[config.mk]
export PLATFORM = sky130hd
export DESIGN_NAME = edc_rdiv_pipe
export DESIGN_NICKNAME = d
export VERILOG_FILES = /design/src/design/edc_rdiv_pipe.sv
export SDC_FILE = /design/constraint.sdc
export NUM_CORES = 2
export LEC_CHECK = 0
export BUFFER_PORTS_ARGS = -buffer_cell sky130_fd_sc_hd__buf_4
export CORE_MARGIN = 4
export CORE_UTILIZATION = 58
export CTS_CLUSTER_SIZE = 40
export DETAILED_ROUTE_END_ITERATION = 16
export MAX_ROUTING_LAYER = met4
export PLACE_DENSITY = 0.74
export SLEW_MARGIN = 40
export SYNTH_ARGS = -nofsm -noshare
export SYNTH_HDL_FRONTEND = slang
export SYNTH_SLANG_ARGS = --single-unit
[constraint.sdc]
create_clock -name clk -period 5.1 [get_ports clk]
set_clock_uncertainty 0.05 [all_clocks]
set_input_delay 0.255 -clock clk [delete_from_list [all_inputs] [get_ports clk]]
set_output_delay 0.255 -clock clk [all_outputs]
set_load 0.05 [all_outputs]
[src/design/edc_rdiv_pipe.sv]
// ----------------------------------------------------------------------------
// edc_rdiv_pipe
// Pipelined signed divider, one quotient bit per stage, rounding to nearest
// with ties away from zero. It takes one transfer per cycle.
// ----------------------------------------------------------------------------
module edc_rdiv_pipe #(
  parameter int unsigned NW = 58,
  parameter int unsigned DW = 34,
  parameter int unsigned QW = 22
) (
  input  logic                 clk,
  input  logic signed [NW-1:0] num,
  input  logic [DW-1:0]        den,
  output logic signed [QW:0]   quo
);

  localparam int unsigned RW = NW + 1;
  localparam int unsigned SW = DW + 1 + QW;
  localparam int unsigned W  = (RW > SW) ? RW : SW;

  logic [W-1:0]  rem_r [QW+1];
  logic [DW:0]   d2_r  [QW+1];
  logic          neg_r [QW+1];
  logic [QW-1:0] q_r   [QW+1];
  logic [W-1:0]  trial [1:QW];
  logic          ge    [1:QW];
  logic [NW-1:0] mag;
  logic signed [QW:0] quo_r;

  assign mag = num[NW-1] ? NW'(-num) : NW'(num);

  always_comb begin
    for (int j = 1; j <= QW; j++) begin
      trial[j] = W'(d2_r[j-1]) << (QW - j);
      ge[j]    = rem_r[j-1] >= trial[j];
    end
  end

  always_ff @(posedge clk) begin
    rem_r[0] <= W'({mag, 1'b0}) + W'(den);
    d2_r[0]  <= {den, 1'b0};
    neg_r[0] <= num[NW-1];
    q_r[0]   <= '0;
    for (int j = 1; j <= QW; j++) begin
      rem_r[j] <= ge[j] ? rem_r[j-1] - trial[j] : rem_r[j-1];
      d2_r[j]  <= d2_r[j-1];
      neg_r[j] <= neg_r[j-1];
      q_r[j]   <= q_r[j-1] | (QW'(ge[j]) << (QW - j));
    end
  end

  always_ff @(posedge clk) begin
    quo_r <= neg_r[QW] ? -$signed({1'b0, q_r[QW]}) : $signed({1'b0, q_r[QW]});
  end

  assign quo = quo_r;

endmodule

# After elaboration in Yosys (flattened, before gate mapping)

Memory sizes are Yosys's and may differ from the RTL's.
Index checks and enable logic that the tools add are counted.

Memory bits (writable): 2691
Bits in latches: 0
Output and inout port bits: 23
Input port bits: 93
Memories kept: 4
Word-level logic and storage cells: 99
Memory bits (read-only): 0
Bits in registers: 23

Memory list:

| memory | depth | bits a word | rd ports | clocked after Yosys merged registers in | wr ports | RTL line | RTL |
|---|---|---|---|---|---|---|---|
| rem_r  | 23    | 59          | 22       | 0                                       | 23       | 21       | `logic [W-1:0] rem_r [QW+1];` |
| d2_r   | 23    | 35          | 22       | 0                                       | 23       | 22       | `logic [DW:0] d2_r [QW+1];` |
| q_r    | 23    | 22          | 23       | 0                                       | 23       | 24       | `logic [QW-1:0] q_r [QW+1];` |
| neg_r  | 23    | 1           | 23       | 0                                       | 23       | 23       | `logic neg_r [QW+1];` |

$lt $le $gt $ge: 22
Divide/modulo/power cells: 0
Shift operators: 0
Reductions and logical operators: 0
Eq/ne operators: 0
Multiply operators: 0
Mux-type cells: 24
Add/sub/neg operators: 25
Bitwise gates (word level): 22

Operator list:

| kind                                         | number |
|---|---|
| two-way mux 59 bit                           | 22 |
| adder 59 x 34 -> 59 bit                      | 1 |
| greater-or-equal comparator 59 x 35 -> 1 bit | 1 |
| greater-or-equal comparator 59 x 36 -> 1 bit | 1 |
| greater-or-equal comparator 59 x 37 -> 1 bit | 1 |
| greater-or-equal comparator 59 x 38 -> 1 bit | 1 |
| greater-or-equal comparator 59 x 39 -> 1 bit | 1 |
| greater-or-equal comparator 59 x 40 -> 1 bit | 1 |
| greater-or-equal comparator 59 x 41 -> 1 bit | 1 |
| greater-or-equal comparator 59 x 42 -> 1 bit | 1 |
| greater-or-equal comparator 59 x 43 -> 1 bit | 1 |
| greater-or-equal comparator 59 x 44 -> 1 bit | 1 |
| greater-or-equal comparator 59 x 45 -> 1 bit | 1 |
| greater-or-equal comparator 59 x 46 -> 1 bit | 1 |
| greater-or-equal comparator 59 x 47 -> 1 bit | 1 |
| greater-or-equal comparator 59 x 48 -> 1 bit | 1 |
| greater-or-equal comparator 59 x 49 -> 1 bit | 1 |
| greater-or-equal comparator 59 x 50 -> 1 bit | 1 |
| greater-or-equal comparator 59 x 51 -> 1 bit | 1 |
| greater-or-equal comparator 59 x 52 -> 1 bit | 1 |
| greater-or-equal comparator 59 x 53 -> 1 bit | 1 |
| greater-or-equal comparator 59 x 54 -> 1 bit | 1 |
| greater-or-equal comparator 59 x 55 -> 1 bit | 1 |
| greater-or-equal comparator 59 x 56 -> 1 bit | 1 |
| 48 further kinds                             | 48 |

# Longest topological paths before layout

Depth in word-level cells: 3
Gate-level depth with buffers: 21
Gate-level depth less buffers: 19

# Worst setup path after synthesis

OpenSTA, ideal clock, no wires.

Path type: input port to flip-flop
From: input num[4]
To: memory rem_r[0][56] (netlist bit)
Buffers on the path: 1
Setup time: 124 ps
Arrival time: 4492 ps
Stages: 19
Required time: 4926 ps
Slack: 434 ps
Path through: or3_1 or3b_1 clkbuf_1 or3_1 or4_1 o21ai_0 xnor2_1 ha_1 a21o_1 a21o_1 a21oi_1 o21a_1 o21ai_0 o31a_1 a311o_1 and2_1 nand2_1 nor3_1 xnor2_1

RTL lines:

| what               | RTL line | RTL |
|---|---|---|
| start: declaration | 12       | `input logic signed [NW-1:0] num,` |
| end: declaration   | 21       |  |

==> run summary <==
Status: finished, final reports clean
Area post-placement: 0.1085 mm²
Worst-path clk slew: 60 ps
DIE AREA: 0.1873 mm²
Detail Placement HPWL: 230.4 mm
# IOs: 116
Setup violators final: 0
Top_reg_cell synth: dfxtp_1
Max-Cap Viols: 0
First-pass GRT wire length: 459.8 mm
Compound-Gate Fraction of Synth Area: 17.35%
Post-synth top cells: dfxtp_1 (2323), inv_1 (964), nand2_1 (962), a21oi_1 (883), o21ai_0 (851)
Synth Area in Adders: 9.784%
Initial antenna violation count: 11
Worst Setup SP: num[0]
Layout cells sized above 1: 7.278%
Worst r2r dst: rem_r[1][293]
Number of synthesized flops with an enable pin: 0
Grt ovf: 0
Clk sink count: 2323
Final Cell Area: 0.1188 mm²
Critical Path RT: 5790 ps
Crit start category: input pin
Worst VDD drop: 0.4180 mV
Vias: 84480
Vias in the first global route: 82070
Area Growth Syn to Fin: 13.55%
Netlist cell types: 86
Synth Area per Inst: 9.074 µm²
Gr usage total: 31.82%
Leakage: 52.40 nW
Count of input and output buffers: 115
Worst reg-to-reg setup slack: 530 ps
Core footprint: 0.1790 mm²
Final hold viol count: 0
DR DRC count: 0
GP Congestion: 1.023
Worst setup endpoint: rem_r[0][56]
HP Class: input pin to register
Crit path kind: input pin to register
Fmax: 198.9 MHz
Actual slew at the worst max-slew pin: 952.6 ps
Largest family of logic cells by synthesized area: compound AO/OA/AOI/OAI gates
TritonRoute pass-1 iters: 7
Top post-synthesis cells by area: dfxtp_1 (44%), ha_1 (9.4%), xnor2_1 (4.8%), a21oi_1 (4.2%), o21ai_0 (4.1%)
Top-area cell type share of the netlist area: 44.44%
Layout Nets: 12750
Crit path time final: 5028 ps
Count leader, synth: dfxtp_1
Pwr/cell area: 697.9 mW/mm²
Mux contribution to synthesized area: 1.179%
Synth Register Bits: 2323
DR vias/cell: 5.858
Synth area leader: dfxtp_1
Worst reg2reg path depth: 13
Core Util, Final: 66.38%
Post-Synth Simple-Gate Area: 14.28%
XOR/XNOR share of the synthesized area: 8.412%
Clock buffers created by TritonCTS: 229
Synth Net Count: 12430
Crit path DAT: 5720 ps
Starting DRC count in detailed routing: 7139
Fin crit share: 98.60%
Post-synth ARST share: 0%
Worst-case clock buffer depth: 3
Hold path depth: 2
Max Slew Vio Count: 0
Capturing element type of the critical path: register
Syn Std Cell Area: 0.1046 mm²
Post-synthesis sequential area ratio: 44.44%
Die Y: 432.7 µm
Post-DR wirelength/cell: 20.61 µm
Clk Latency, worst-skew pair: 920 ps
CTS tree: done
Largest net degree at the start of global routing: 71
Row count: 155
Crit Path Max Fanout: 6
Starting Density: 58.46%
Slew headroom: 36.00%
Drt total wl: 297.2 mm
Hold slack: 67.72 ps
Syn. warnings: 0
Worst r2r src: rem_r[1][188]
Gate count after technology mapping: 11530
Root buf cell: clkbuf_16
H-tree depth: 4
Routed Antenna Nets: 0
DIE WIDTH: 432.7 µm
cells in the final DEF (no fill, tap or decap), types with 66 or more instances in the layout:
cell type and instances:
or4_1 66, nor2_1 681, a31oi_1 80, or3_1 87, dfxtp_1 2323, ha_1 782
nor2b_1 121, mux2_2 106, a21o_1 397, nor3_1 208, o21bai_1 103, nand2b_1 130
nor4_1 149, a21oi_1 882, o21a_1 116, o21ai_0 844, xnor2_1 578, o31ai_1 81
and3_1 79, dlygate4sd3_1 164, nand2_1 961, nand3_1 206, buf_4 214, xor2_1 426
clkbuf_16 229, inv_1 964, nand4_1 153
per-stage QoR:
step	TNS (ps)	instances	setup WS (ps)	power [mW]
after floorplan	0	11530	433.7	53.33
after global placement	-2588	13810	-400.7	62.68
after detailed placement	-40.34	13810	-32.28	63.37
after CTS	0	14410	35.06	82.59
after global routing	-61.43	14420	-27.75	88.18
final	0	14420	71.60	82.92
per-layer routing:
layer  GRT usage, %  share of wire [%]
met5              -                  0
met4          13.20                4.4
met3          4.606                6.0
met2          52.20                 47
met1          39.41                 43
area by class of cell:
type / instances / area [µm²]
Timing Repair Buffer: 387 / 3413
Clock inverter: 148 / 2332
Sequential cell: 2323 / 46500
Clock buffer: 283 / 6274
Multi-Input combinational cell: 7943 / 53680
Fill cell: 14190 / 60180
Antenna cell: 16 / 40.04
Tap cell: 2355 / 2947
Inverter: 966 / 3626
worst min-delay path by stage:
stage	start	end	slack, ps
after floorplan	den[9]	d2_r[0][10]	230
after global placement	q_r[3][40]	q_r[3][62]	260
after detailed placement	neg_r[1][5]	neg_r[1][6]	260
after CTS	den[29]	d2_r[0][30]	2
after global routing	den[29]	d2_r[0][30]	30
final	den[31]	d2_r[0][32]	70
power breakdown:
| group | switching, mW | internal (mW) | leakage (nW) |
|---|---|---|---|
| Clock | 7.55 | 11.1 | 4.18 |
| Combinational | 20.7 | 15.3 | 28.7 |
| Sequential | 4.34 | 23.9 | 19.5 |
| Total | 32.5 | 50.4 | 52.4 |
worst max-delay path, cell delays in order:
cell and delay [ps]:
dlygate4sd3_1 540, buf_4 160, inv_1 60, ha_1 180, or3b_1 400, or3_1 370, or4_4 460, o21ai_2 200
xnor2_2 150, ha_1 290, a21o_1 190, a21o_1 170, a21oi_1 170, o21a_1 180, o21ai_1 100, o31a_1 330
a311o_1 360, and2_1 200, nand2_2 140, nor3_2 80, xnor2_1 160, dlygate4sd3_1 570
flip-flops by register name, indices dropped and copies added, names as in the netlist:
name and count:
quo 23, d2_r 726, neg_r 23, q_r 253, rem_r 1298
logic make-up after synthesis:
logic type	Yosys count
and+or+nand+nor	3072
AOI/OAI and AO/OA	2951
DFF	2323
buffers and inverters	1265
xor gates and xnor gates	1005
adders and majority gates	805
muxes	110
timing repair:
action	in CTS	in global routing
buffers inserted	0	0
endpoints found under the setup margin	0	16
resized for setup	0	19
endpoints found under the hold margin	93	0
hold buffers	165	0
Power figures use the tool's default switching activity.
